--- config.mk ---
export PLATFORM = sky130hd
export DESIGN_NAME = touch_mode_sequencer_with_grumble_gate_flat
export DESIGN_NICKNAME = d
export VERILOG_FILES = /design/src/rtl/core/tmsg_pkg.sv /design/src/rtl/core/tmsg_if.sv /design/src/rtl/core/tmsg_cfg_regs.sv /design/src/rtl/core/tmsg_in_stage.sv /design/src/rtl/core/tmsg_flow.sv /design/src/rtl/core/touch_mode_sequencer_with_grumble_gate.sv /design/src/flat_wrapper.sv
export SDC_FILE = /design/constraint.sdc
export NUM_CORES = 2
export LEC_CHECK = 0
export BUFFER_PORTS_ARGS = -buffer_cell sky130_fd_sc_hd__buf_2
export CAP_MARGIN = 20
export CORE_MARGIN = 2
export CORE_UTILIZATION = 60
export DETAILED_ROUTE_END_ITERATION = 12
export PLACE_DENSITY = 0.88
export SETUP_SLACK_MARGIN = 0.15
export SYNTH_ARGS = -nofsm -noshare
export SYNTH_HDL_FRONTEND = slang
export SYNTH_HIERARCHICAL = 1
export SYNTH_SLANG_ARGS = --single-unit
--- constraint.sdc ---
create_clock -name clk_i -period 25 [get_ports clk_i]
set_input_delay 3.75 -clock clk_i [delete_from_list [all_inputs] [get_ports clk_i]]
set_output_delay 3.75 -clock clk_i [all_outputs]
set_load 0.02 [all_outputs]
--- src/rtl/core/tmsg_pkg.sv ---
// Shared types, codes and constants of the touch-mode sequencer with grumble gate.
// No dependencies; every other file of the block refers to this package by scoped names.
package tmsg_pkg;

  // Field widths
  localparam int unsigned OpW    = 3;
  localparam int unsigned TickW  = 32;
  localparam int unsigned AssetW = 32;
  localparam int unsigned CountW = 16;
  localparam int unsigned PctW   = 7;
  localparam int unsigned CodeW  = 3;
  localparam int unsigned DelayW = 13;
  localparam int unsigned FadeW  = 10;
  localparam int unsigned CfgIdxW  = 3;
  localparam int unsigned CfgDataW = 32;

  // Constants
  localparam logic [PctW-1:0]   PctFull     = 7'd100;
  localparam logic [DelayW-1:0] PostDelayMs = 13'd5000;
  localparam logic [FadeW-1:0]  FadeMs      = 10'd1000;
  localparam logic [CountW-1:0] CountMax    = 16'hFFFF;

  // Defaults for the top-level parameters
  localparam bit                GrumbleOnDefault     = 1'b1;
  localparam logic [AssetW-1:0] TrackOneAssetDefault = 32'd1;

  // Event opcodes
  typedef enum logic [OpW-1:0] {
    OP_TOUCH_DOWN = 3'd0,
    OP_HOLD       = 3'd1,
    OP_AUDIO_DONE = 3'd2,
    OP_TIMER      = 3'd3,
    OP_AUDIO_ERR  = 3'd4,
    OP_RESET_FLOW = 3'd5,
    OP_OTHER      = 3'd6
  } op_e;

  // Action codes
  typedef enum logic [CodeW-1:0] {
    ACT_NONE           = 3'd0,
    ACT_PLAY_GRUMBLE   = 3'd1,
    ACT_START_SEQUENCE = 3'd2,
    ACT_BEGIN_COOLDOWN = 3'd3,
    ACT_FADE_OUT       = 3'd4,
    ACT_RETURN_IDLE    = 3'd5
  } act_e;

  // Scene codes
  typedef enum logic [CodeW-1:0] {
    SCENE_NONE       = 3'd0,
    SCENE_IDLE       = 3'd1,
    SCENE_GRUMBLE    = 3'd2,
    SCENE_ACTIVATING = 3'd3,
    SCENE_AURA       = 3'd4
  } scene_e;

  // Configuration register indexes
  typedef enum logic [CfgIdxW-1:0] {
    CFG_BURST_FLOOR     = 3'd0,
    CFG_BURST_GAP       = 3'd1,
    CFG_COOLDOWN_TICKS  = 3'd2,
    CFG_BASE_PCT        = 3'd3,
    CFG_STEP_PCT        = 3'd4,
    CFG_MAX_PCT         = 3'd5,
    CFG_GRUMBLE_ASSET   = 3'd6,
    CFG_TRACK_TWO_ASSET = 3'd7
  } cfg_idx_e;

  // Register file contents
  typedef struct packed {
    logic [CountW-1:0] burst_floor;
    logic [TickW-1:0]  burst_gap;
    logic [TickW-1:0]  cooldown_ticks;
    logic [PctW-1:0]   base_pct;
    logic [PctW-1:0]   step_pct;
    logic [PctW-1:0]   max_pct;
    logic [AssetW-1:0] grumble_asset;
    logic [AssetW-1:0] track_two_asset;
  } cfg_t;

  // Registered event, with the random word already reduced to a roll in 0..99
  typedef struct packed {
    op_e               opcode;
    logic [TickW-1:0]  now_tick;
    logic [AssetW-1:0] event_value;
    logic [PctW-1:0]   roll;
  } evt_t;

endpackage

--- src/rtl/core/tmsg_if.sv ---
// Valid/ready channel interfaces for the event input and the result output.
// Depends on tmsg_pkg for field widths.
interface tmsg_evt_if;
  logic                        valid;
  logic                        ready;
  logic [tmsg_pkg::OpW-1:0]    opcode;
  logic [tmsg_pkg::TickW-1:0]  now_tick;
  logic [tmsg_pkg::AssetW-1:0] event_value;
  logic [31:0]                 random_word;

  modport source (output valid, opcode, now_tick, event_value, random_word, input ready);
  modport sink   (input valid, opcode, now_tick, event_value, random_word, output ready);
endinterface

interface tmsg_res_if;
  logic                        valid;
  logic                        ready;
  logic [tmsg_pkg::CodeW-1:0]  action_code;
  logic [tmsg_pkg::CodeW-1:0]  scene_code;
  logic [tmsg_pkg::AssetW-1:0] first_asset;
  logic [tmsg_pkg::AssetW-1:0] second_asset;
  logic [tmsg_pkg::DelayW-1:0] delay_ms;
  logic [tmsg_pkg::FadeW-1:0]  fade_ms;
  logic [tmsg_pkg::CodeW-1:0]  flow_now;

  modport source (output valid, action_code, scene_code, first_asset, second_asset,
                  delay_ms, fade_ms, flow_now, input ready);
  modport sink   (input valid, action_code, scene_code, first_asset, second_asset,
                  delay_ms, fade_ms, flow_now, output ready);
endinterface

--- src/rtl/core/tmsg_cfg_regs.sv ---
// Configuration register file of the sequencer, written through a plain write port.
// Depends on tmsg_pkg.
module tmsg_cfg_regs (
  input  logic                          clk_i,
  input  logic                          rst_ni,
  input  logic                          cfg_we_i,
  input  logic [tmsg_pkg::CfgIdxW-1:0]  cfg_idx_i,
  input  logic [tmsg_pkg::CfgDataW-1:0] cfg_data_i,
  output tmsg_pkg::cfg_t                cfg_o
);

  tmsg_pkg::cfg_t cfg_q;

  // Write one register per enabled cycle
  always_ff @(posedge clk_i or negedge rst_ni) begin
    if (!rst_ni) begin
      cfg_q.burst_floor     <= 16'd3;
      cfg_q.burst_gap       <= 32'd6000;
      cfg_q.cooldown_ticks  <= 32'd20000;
      cfg_q.base_pct        <= 7'd15;
      cfg_q.step_pct        <= 7'd10;
      cfg_q.max_pct         <= 7'd65;
      cfg_q.grumble_asset   <= 32'd3;
      cfg_q.track_two_asset <= 32'd2;
    end else if (cfg_we_i) begin
      case (tmsg_pkg::cfg_idx_e'(cfg_idx_i))
        tmsg_pkg::CFG_BURST_FLOOR:     cfg_q.burst_floor     <= cfg_data_i[15:0];
        tmsg_pkg::CFG_BURST_GAP:       cfg_q.burst_gap       <= cfg_data_i;
        tmsg_pkg::CFG_COOLDOWN_TICKS:  cfg_q.cooldown_ticks  <= cfg_data_i;
        tmsg_pkg::CFG_BASE_PCT:        cfg_q.base_pct        <= cfg_data_i[6:0];
        tmsg_pkg::CFG_STEP_PCT:        cfg_q.step_pct        <= cfg_data_i[6:0];
        tmsg_pkg::CFG_MAX_PCT:         cfg_q.max_pct         <= cfg_data_i[6:0];
        tmsg_pkg::CFG_GRUMBLE_ASSET:   cfg_q.grumble_asset   <= cfg_data_i;
        tmsg_pkg::CFG_TRACK_TWO_ASSET: cfg_q.track_two_asset <= cfg_data_i;
        default: ;
      endcase
    end
  end

  assign cfg_o = cfg_q;

endmodule

--- src/rtl/core/tmsg_in_stage.sv ---
// Input register of the sequencer: captures an event and reduces its random word mod 100.
// Depends on tmsg_pkg and tmsg_evt_if.
module tmsg_in_stage (
  input  logic           clk_i,
  input  logic           rst_ni,
  tmsg_evt_if.sink       evt_i,
  input  logic           take_i,
  output logic           valid_o,
  output tmsg_pkg::evt_t evt_o
);

  logic           valid_q;
  tmsg_pkg::evt_t evt_q;
  tmsg_pkg::evt_t evt_d;
  logic           accept;

  // Remainder by 100 via reciprocal multiply (exact for all 32-bit words)
  logic [63:0] recip_prod;
  logic [26:0] quot;
  logic [33:0] quot_x100;
  logic [31:0] rem;

  always_comb begin
    recip_prod = {32'd0, evt_i.random_word} * 64'h0000_0000_51EB_851F;
    quot       = recip_prod[63:37];
    quot_x100  = {7'd0, quot} * 34'd100;
    rem        = evt_i.random_word - quot_x100[31:0];
  end

  always_comb begin
    evt_d.opcode      = tmsg_pkg::op_e'(evt_i.opcode);
    evt_d.now_tick    = evt_i.now_tick;
    evt_d.event_value = evt_i.event_value;
    evt_d.roll        = rem[6:0];
  end

  // Open for a new item when empty or when the held item moves on
  assign evt_i.ready = !valid_q || take_i;
  assign accept      = evt_i.valid && evt_i.ready;

  always_ff @(posedge clk_i or negedge rst_ni) begin
    if (!rst_ni) begin
      valid_q <= 1'b0;
    end else if (evt_i.ready) begin
      valid_q <= evt_i.valid;
    end
  end

  // Hold payload until the next accepted item
  always_ff @(posedge clk_i) begin
    if (accept) begin
      evt_q <= evt_d;
    end
  end

  assign valid_o = valid_q;
  assign evt_o   = evt_q;

endmodule

--- src/rtl/core/tmsg_flow.sv ---
// Flow state machine, burst counter and grumble gate, with the result register.
// Depends on tmsg_pkg and tmsg_res_if.
module tmsg_flow #(
  parameter bit                                GrumbleOn     = tmsg_pkg::GrumbleOnDefault,
  parameter logic [tmsg_pkg::AssetW-1:0]       TrackOneAsset = tmsg_pkg::TrackOneAssetDefault
) (
  input  logic           clk_i,
  input  logic           rst_ni,
  input  tmsg_pkg::cfg_t cfg_i,
  input  logic           valid_i,
  input  tmsg_pkg::evt_t evt_i,
  output logic           take_o,
  tmsg_res_if.source     res_o
);

  typedef enum logic [tmsg_pkg::CodeW-1:0] {
    FLOW_IDLE    = 3'd0,
    FLOW_GRUMBLE = 3'd1,
    FLOW_SEQ     = 3'd2,
    FLOW_POST    = 3'd3,
    FLOW_FADE    = 3'd4
  } flow_e;

  flow_e                       flow_q, flow_d;
  logic [tmsg_pkg::TickW-1:0]  last_touch_q, last_touch_d;
  logic [tmsg_pkg::TickW-1:0]  cool_until_q, cool_until_d;
  logic [tmsg_pkg::CountW-1:0] count_q, count_d;

  logic                        out_valid_q;
  tmsg_pkg::act_e              act_q, act_d;
  tmsg_pkg::scene_e            scene_q, scene_d;
  logic [tmsg_pkg::AssetW-1:0] first_q, first_d;
  logic [tmsg_pkg::AssetW-1:0] second_q, second_d;
  logic [tmsg_pkg::DelayW-1:0] delay_q, delay_d;
  logic [tmsg_pkg::FadeW-1:0]  fade_q, fade_d;

  // Gate terms
  logic [tmsg_pkg::TickW-1:0]  win, cool, win_end, win_diff, cool_diff;
  logic                        restart, cool_ok;
  logic [tmsg_pkg::CountW-1:0] cnt_base, cnt_next, cnt_over;
  logic [22:0]                 chance_prod;
  logic [23:0]                 chance_sum;
  logic [tmsg_pkg::PctW-1:0]   chance;
  logic                        fire;

  // Move the item on when the result register is free or being drained
  assign take_o = valid_i && (!out_valid_q || res_o.ready);

  // Burst count update and grumble roll
  always_comb begin
    win       = (cfg_i.burst_gap == '0) ? 32'd1 : cfg_i.burst_gap;
    cool      = (cfg_i.cooldown_ticks == '0) ? 32'd1 : cfg_i.cooldown_ticks;
    win_end   = last_touch_q + win;
    win_diff  = evt_i.now_tick - win_end;
    restart   = (last_touch_q != '0) && !win_diff[31];
    cnt_base  = restart ? '0 : count_q;
    cnt_next  = (cnt_base < tmsg_pkg::CountMax) ? cnt_base + 16'd1 : cnt_base;
    cool_diff = evt_i.now_tick - cool_until_q;
    cool_ok   = !cool_diff[31];
    cnt_over  = cnt_next - cfg_i.burst_floor;
    chance_prod = {7'd0, cnt_over} * {16'd0, cfg_i.step_pct};
    chance_sum  = {17'd0, cfg_i.base_pct} + {1'b0, chance_prod};
    // Cap at max_pct, then at full percent
    if (chance_sum > {17'd0, cfg_i.max_pct}) begin
      chance = cfg_i.max_pct;
    end else begin
      chance = chance_sum[6:0];
    end
    if (chance > tmsg_pkg::PctFull) begin
      chance = tmsg_pkg::PctFull;
    end
    fire = cool_ok && (cnt_next >= cfg_i.burst_floor) && (evt_i.roll < chance);
  end

  // Next state and result for the held item
  always_comb begin
    flow_d       = flow_q;
    last_touch_d = last_touch_q;
    cool_until_d = cool_until_q;
    count_d      = count_q;
    act_d        = tmsg_pkg::ACT_NONE;
    scene_d      = tmsg_pkg::SCENE_NONE;
    first_d      = '0;
    second_d     = '0;
    delay_d      = '0;
    fade_d       = '0;
    case (evt_i.opcode)
      tmsg_pkg::OP_TOUCH_DOWN: begin
        if (GrumbleOn && flow_q == FLOW_IDLE) begin
          last_touch_d = evt_i.now_tick;
          count_d      = cnt_next;
          if (fire) begin
            cool_until_d = evt_i.now_tick + cool;
            count_d      = '0;
            act_d        = tmsg_pkg::ACT_PLAY_GRUMBLE;
            scene_d      = tmsg_pkg::SCENE_GRUMBLE;
            first_d      = cfg_i.grumble_asset;
            flow_d       = FLOW_GRUMBLE;
          end
        end
      end
      tmsg_pkg::OP_HOLD: begin
        if (flow_q == FLOW_IDLE || flow_q == FLOW_GRUMBLE) begin
          act_d    = tmsg_pkg::ACT_START_SEQUENCE;
          scene_d  = tmsg_pkg::SCENE_ACTIVATING;
          first_d  = TrackOneAsset;
          second_d = cfg_i.track_two_asset;
          flow_d   = FLOW_SEQ;
        end
      end
      tmsg_pkg::OP_AUDIO_DONE: begin
        if (flow_q == FLOW_GRUMBLE) begin
          if (evt_i.event_value == cfg_i.grumble_asset) begin
            flow_d = FLOW_IDLE;
          end
        end else if (flow_q == FLOW_SEQ && evt_i.event_value == cfg_i.track_two_asset) begin
          act_d   = tmsg_pkg::ACT_BEGIN_COOLDOWN;
          scene_d = tmsg_pkg::SCENE_AURA;
          delay_d = tmsg_pkg::PostDelayMs;
          flow_d  = FLOW_POST;
        end
      end
      tmsg_pkg::OP_TIMER: begin
        if (flow_q == FLOW_POST) begin
          act_d   = tmsg_pkg::ACT_FADE_OUT;
          fade_d  = tmsg_pkg::FadeMs;
          delay_d = {3'd0, tmsg_pkg::FadeMs};
          flow_d  = FLOW_FADE;
        end else if (flow_q == FLOW_FADE) begin
          act_d   = tmsg_pkg::ACT_RETURN_IDLE;
          scene_d = tmsg_pkg::SCENE_IDLE;
          flow_d  = FLOW_IDLE;
        end
      end
      tmsg_pkg::OP_AUDIO_ERR: begin
        act_d   = tmsg_pkg::ACT_RETURN_IDLE;
        scene_d = tmsg_pkg::SCENE_IDLE;
        flow_d  = FLOW_IDLE;
      end
      tmsg_pkg::OP_RESET_FLOW: begin
        flow_d       = FLOW_IDLE;
        last_touch_d = '0;
        cool_until_d = '0;
        count_d      = '0;
      end
      default: ;
    endcase
  end

  // Hold state and the result valid flag
  always_ff @(posedge clk_i or negedge rst_ni) begin
    if (!rst_ni) begin
      flow_q       <= FLOW_IDLE;
      last_touch_q <= '0;
      cool_until_q <= '0;
      count_q      <= '0;
      out_valid_q  <= 1'b0;
    end else begin
      if (take_o) begin
        flow_q       <= flow_d;
        last_touch_q <= last_touch_d;
        cool_until_q <= cool_until_d;
        count_q      <= count_d;
      end
      if (take_o) begin
        out_valid_q <= 1'b1;
      end else if (res_o.ready) begin
        out_valid_q <= 1'b0;
      end
    end
  end

  // Result payload, loaded with each item taken
  always_ff @(posedge clk_i) begin
    if (take_o) begin
      act_q    <= act_d;
      scene_q  <= scene_d;
      first_q  <= first_d;
      second_q <= second_d;
      delay_q  <= delay_d;
      fade_q   <= fade_d;
    end
  end

  assign res_o.valid        = out_valid_q;
  assign res_o.action_code  = act_q;
  assign res_o.scene_code   = scene_q;
  assign res_o.first_asset  = first_q;
  assign res_o.second_asset = second_q;
  assign res_o.delay_ms     = delay_q;
  assign res_o.fade_ms      = fade_q;
  assign res_o.flow_now     = flow_q;

endmodule

--- src/rtl/core/touch_mode_sequencer_with_grumble_gate.sv ---
// Top level of the touch-mode sequencer with grumble gate.
// Depends on tmsg_pkg, tmsg_if, tmsg_cfg_regs, tmsg_in_stage and tmsg_flow.
//
//   channel  dir  handshake      payload
//   evt_i    in   valid/ready    opcode, now_tick, event_value, random_word
//   res_o    out  valid/ready    action_code, scene_code, first_asset, second_asset,
//                                delay_ms, fade_ms, flow_now
//   cfg      in   cfg_we_i       cfg_idx_i, cfg_data_i
//
// One item per cycle sustained while res_o is ready; each event yields one result,
// registered in the input register, then by the flow logic in the result register.
// Reset (rst_ni low, asynchronous) empties both registers, returns the flow to
// idle, clears the burst state and loads the register defaults.
// A stalled result holds the result register; the input register still takes
// one more item, and input ready drops only while both registers are full.
module touch_mode_sequencer_with_grumble_gate #(
  parameter bit                          GrumbleOn     = tmsg_pkg::GrumbleOnDefault,
  parameter logic [tmsg_pkg::AssetW-1:0] TrackOneAsset = tmsg_pkg::TrackOneAssetDefault
) (
  input  logic                          clk_i,
  input  logic                          rst_ni,
  tmsg_evt_if.sink                      evt_i,
  tmsg_res_if.source                    res_o,
  input  logic                          cfg_we_i,
  input  logic [tmsg_pkg::CfgIdxW-1:0]  cfg_idx_i,
  input  logic [tmsg_pkg::CfgDataW-1:0] cfg_data_i
);

  tmsg_pkg::cfg_t cfg;
  tmsg_pkg::evt_t evt_held;
  logic           evt_held_valid;
  logic           take;

  tmsg_cfg_regs u_cfg (
    .clk_i      (clk_i),
    .rst_ni     (rst_ni),
    .cfg_we_i   (cfg_we_i),
    .cfg_idx_i  (cfg_idx_i),
    .cfg_data_i (cfg_data_i),
    .cfg_o      (cfg)
  );

  tmsg_in_stage u_in (
    .clk_i   (clk_i),
    .rst_ni  (rst_ni),
    .evt_i   (evt_i),
    .take_i  (take),
    .valid_o (evt_held_valid),
    .evt_o   (evt_held)
  );

  tmsg_flow #(
    .GrumbleOn     (GrumbleOn),
    .TrackOneAsset (TrackOneAsset)
  ) u_flow (
    .clk_i   (clk_i),
    .rst_ni  (rst_ni),
    .cfg_i   (cfg),
    .valid_i (evt_held_valid),
    .evt_i   (evt_held),
    .take_o  (take),
    .res_o   (res_o)
  );

endmodule
--- src/flat_wrapper.sv ---
// flat-port wrapper written by rule: the top's interface ports become plain ports
module touch_mode_sequencer_with_grumble_gate_flat 
#(
  parameter bit                          GrumbleOn     = tmsg_pkg::GrumbleOnDefault,
  parameter logic [tmsg_pkg::AssetW-1:0] TrackOneAsset = tmsg_pkg::TrackOneAssetDefault
)
  (clk_i, rst_ni, cfg_we_i, cfg_idx_i, cfg_data_i, evt_i_valid, evt_i_opcode, evt_i_now_tick, evt_i_event_value, evt_i_random_word, evt_i_ready, res_o_valid, res_o_action_code, res_o_scene_code, res_o_first_asset, res_o_second_asset, res_o_delay_ms, res_o_fade_ms, res_o_flow_now, res_o_ready);
  tmsg_evt_if evt_i_i ();
  tmsg_res_if res_o_i ();
  input  logic clk_i;
  input  logic rst_ni;
  input  logic cfg_we_i;
  input  logic [tmsg_pkg::CfgIdxW-1:0] cfg_idx_i;
  input  logic [tmsg_pkg::CfgDataW-1:0] cfg_data_i;
  input wire logic [$bits(evt_i_i.valid)-1:0] evt_i_valid;
  input wire logic [$bits(evt_i_i.opcode)-1:0] evt_i_opcode;
  input wire logic [$bits(evt_i_i.now_tick)-1:0] evt_i_now_tick;
  input wire logic [$bits(evt_i_i.event_value)-1:0] evt_i_event_value;
  input wire logic [$bits(evt_i_i.random_word)-1:0] evt_i_random_word;
  output wire logic [$bits(evt_i_i.ready)-1:0] evt_i_ready;
  output wire logic [$bits(res_o_i.valid)-1:0] res_o_valid;
  output wire logic [$bits(res_o_i.action_code)-1:0] res_o_action_code;
  output wire logic [$bits(res_o_i.scene_code)-1:0] res_o_scene_code;
  output wire logic [$bits(res_o_i.first_asset)-1:0] res_o_first_asset;
  output wire logic [$bits(res_o_i.second_asset)-1:0] res_o_second_asset;
  output wire logic [$bits(res_o_i.delay_ms)-1:0] res_o_delay_ms;
  output wire logic [$bits(res_o_i.fade_ms)-1:0] res_o_fade_ms;
  output wire logic [$bits(res_o_i.flow_now)-1:0] res_o_flow_now;
  input wire logic [$bits(res_o_i.ready)-1:0] res_o_ready;
  assign evt_i_i.valid = evt_i_valid;
  assign evt_i_i.opcode = evt_i_opcode;
  assign evt_i_i.now_tick = evt_i_now_tick;
  assign evt_i_i.event_value = evt_i_event_value;
  assign evt_i_i.random_word = evt_i_random_word;
  assign evt_i_ready = evt_i_i.ready;
  assign res_o_valid = res_o_i.valid;
  assign res_o_action_code = res_o_i.action_code;
  assign res_o_scene_code = res_o_i.scene_code;
  assign res_o_first_asset = res_o_i.first_asset;
  assign res_o_second_asset = res_o_i.second_asset;
  assign res_o_delay_ms = res_o_i.delay_ms;
  assign res_o_fade_ms = res_o_i.fade_ms;
  assign res_o_flow_now = res_o_i.flow_now;
  assign res_o_i.ready = res_o_ready;
  touch_mode_sequencer_with_grumble_gate #(.GrumbleOn(GrumbleOn), .TrackOneAsset(TrackOneAsset)) u_core (.clk_i(clk_i), .rst_ni(rst_ni), .evt_i(evt_i_i), .res_o(res_o_i), .cfg_we_i(cfg_we_i), .cfg_idx_i(cfg_idx_i), .cfg_data_i(cfg_data_i));
endmodule
==> qor.yml <==
critical_path:
  worst-path-buf-inv: 3
  crit_slowest_cell: "and3_1"
  cp.required_ns: 25.42
  cp.depth: 59
  r2r_cells: 59
  startpoint_type: "flop"
  path_max_fanout: 18
  path_delay_family: "compound AO/OA/AOI/OAI gates"
  r2r_start: "u_core/u_cfg/cfg_o[144]$_DFFE_PN0P_"
  cp_data_arrival_time_ns: 16.13
  slowest_delay_ns: 0.71
  crit_type: "reg2reg"
  crit_top_cell: "o21ai_0"
  crit_path_end: "u_core/u_flow/res_o.first_asset[30]$_DFFE_PP_"
  endpoint_kind: "flop"
  cp-startpoint: "u_core/u_cfg/cfg_o[144]$_DFFE_PN0P_"
  reg2reg_to: "u_core/u_flow/res_o.first_asset[30]$_DFFE_PP_"
  r2r_slack_ns: 9.28
grt:
  grt_pass1_vias: 28500
  antenna_found_initial: 3
  grt_pass1_wl_microns: 157000
  grt_max_degree: 113
  grt_remaining_overflow: 0
  grt_usage_pct: 31.4
sta:
  fin_skew_ns: 0.0367
  setup_viol: 0
  grt_setup_unrepaired: "false"
  fin_tns_setup_ns: 0
  fmax_mhz: 63.6
  slew_headroom_pct: 33.2
  tightest_slew_ns: 1.00
  drv_slew: 0
  finalCritPeriodShare_pct: 62.9
  post-route-min-period_ns: 15.72
  hold_viol: 0
placed_design:
  hpwlAfterDp_microns: 76500
  globalplace.congestion: 0.956
  io_buffers: 226
clock_tree:
  cts_tree: "yes"
  cts_resized: 0
  postCtsHoldBufs: 0
  clock-sinks: 398
  cts_made_buffers: 39
  post_cts_buffers: 0
  clock_path_buffers: 3
  ctsHtreeMaxLevel: 2
  clk_latency_ns: 0.56
  clock-root-buffer: "clkbuf_16"
  clk_pin_slew_ns: 0.06
flow_run:
  maxCapViolCount: 0
finish:
  drive_gt1_share_pct: 14.3
  nets: 4665
  multi_input_area_sq_um: 23700
  num-fill-cells: 4476
  area_delta_synth_final_pct: 8.18
  layout_commonest_cell: "inv_1"
  ff_latch_area_sq_um: 10700
  final_cell_mix: "751 x inv_1, 440 x ha_1, 413 x fa_1"
floorplan:
  dieHeight_microns: 255
  start_util_pct: 60.4
  coreArea_sq_um: 62600
  pin_count: 237
  die_area_sq_um: 65000
  std_cell_rows: 92
  die_w_microns: 255
drt:
  drc: 0
  vias: 27300
  vias_per_cell: 6.00
  dr.pass1.iters: 6
  drt-initial-drc-count: 3034
  antenna_left: 0
  wl_per_cell_microns: 22.1
  routed_wirelength_microns: 101000
run_status:
  status: "finished, final reports clean"
yosys:
  ys_warn_count: 6
  synth_ff_type: "dfrtp_1"
  ys_seq_area_share_pct: 28.4
  synthArstFlopShare_pct: 62.8
  synth_cell_type_count: 96
  syn_inst: 3512
  syn_area_sq_um: 37800
  syn_area_per_cell_sq_um: 10.8
  synth-edff-count: 148
  synth_seq_cells: 398
hold_path:
  min-delay-path-class: "reg2reg"
## stage by stage
step | cells | setup WS, ns | hold slack (ns) | area (sq um) | utilization (%)
global route | 4550 | 8.24 | 0.521 | 40900 | 65.3
floorplan | 3521 | 12.24 | 0.450 | 37800 | -
detailed placement | 4475 | 9.51 | 0.484 | 39500 | 63.1
finish | 4550 | 9.28 | 0.507 | 40900 | 65.3
CTS | 4546 | 9.36 | 0.509 | 40800 | 65.2
global placement | 4475 | 9.90 | 0.468 | 39500 | 63.1
## cells in the mapped netlist (all sizes together), types with 36 or more instances
master / count / share of area, %
nor2: 74 / 0.73
edfxtp: 148 / 12
nor4: 39 / 0.66
nand2: 118 / 1.2
and2: 158 / 2.6
clkbuf: 79 / 0.79
o21ai: 93 / 1.3
nand4: 36 / 0.61
xnor2: 101 / 2.3
mux2: 171 / 5.2
xor2: 53 / 1.2
a21oi: 101 / 1.4
buf: 52 / 0.97
a22o: 52 / 1.2
a21o: 54 / 1.1
inv: 751 / 7.5
ha: 440 / 15
dfrtp: 225 / 15
fa: 413 / 22
## worst min-delay path by stage
stage	slack, ns	endpoint	from	cells past startpoint
after global placement	0.47	u_core/u_flow/res_o.valid$_DFFE_PN0P_	u_core/u_in/valid_o$_DFFE_PN0N_	1
after global routing	0.52	u_core/u_flow/cool_until_q[30]$_DFFE_PN0P_	u_core/u_flow/cool_until_q[30]$_DFFE_PN0P_	1
final	0.51	u_core/u_flow/cool_until_q[16]$_DFFE_PN0P_	u_core/u_flow/cool_until_q[16]$_DFFE_PN0P_	1
after detailed placement	0.48	u_core/u_flow/res_o.valid$_DFFE_PN0P_	u_core/u_in/valid_o$_DFFE_PN0N_	1
after floorplan	0.45	u_core/u_flow/res_o.valid$_DFFE_PN0P_	u_core/u_in/valid_o$_DFFE_PN0N_	1
after CTS	0.51	u_core/u_flow/cool_until_q[16]$_DFFE_PN0P_	u_core/u_flow/cool_until_q[16]$_DFFE_PN0P_	1
## layout make-up
class                           count  share of cell area (%)
Antenna cell                        1                 0.00612
Timing Repair Buffer              242                    3.19
Sequential cell                   398                    26.2
Tap cell                          846                    2.59
Clock inverter                     17                   0.514
Clock buffer                       54                    2.70
Multi-Input combinational cell   2241                    57.9
Inverter                          751                    6.89
## cell families (layout without fill, tap and decap cells)
logic type,Yosys count,count (layout),share of synthesized area (%)
buffers and inverters,882,1064,9.22
adder cells (fa/ha/maj),853,853,36.4
AND/OR/NAND/NOR,603,603,8.86
AO/OA/AOI/OAI,443,443,8.09
flip-flops,398,398,28.4
multiplexers,177,177,5.36
XOR/XNOR,155,155,3.63
other,1,11,0.00992
## registers in the layout (all words and copies together) (netlist names)
register,flops
u_core/u_flow/res_o.first_asset,32
u_core/u_flow/res_o.delay_ms,3
u_core/u_flow/cool_until_q,32
u_core/u_flow/res_o.valid,1
u_core/u_flow/res_o.action_code,3
u_core/u_in/valid_o,1
u_core/u_cfg/cfg_o,165
u_core/u_flow/res_o.scene_code,3
u_core/u_flow/count_q,16
u_core/u_flow/res_o.fade_ms,1
u_core/u_flow/last_touch_q,32
u_core/u_in/evt_o,74
u_core/u_flow/res_o.flow_now,3
u_core/u_flow/res_o.second_asset,32
## metal layers
| layer | wire [microns] | global-route usage (%) | vias up |
|---|---|---|---|
| met1 | 39300 | 42.0 | 13600 |
| met4 | 4550 | 12.5 | 0 |
| met5 | 0 | 0 | - |
| met2 | 47100 | 51.0 | 1535 |
| met3 | 9570 | 5.82 | 322 |
| li1 | - | - | 11800 |
Power is not shown: default switching activity piles up to over one toggle a cycle in this logic, so the estimate is an artifact.
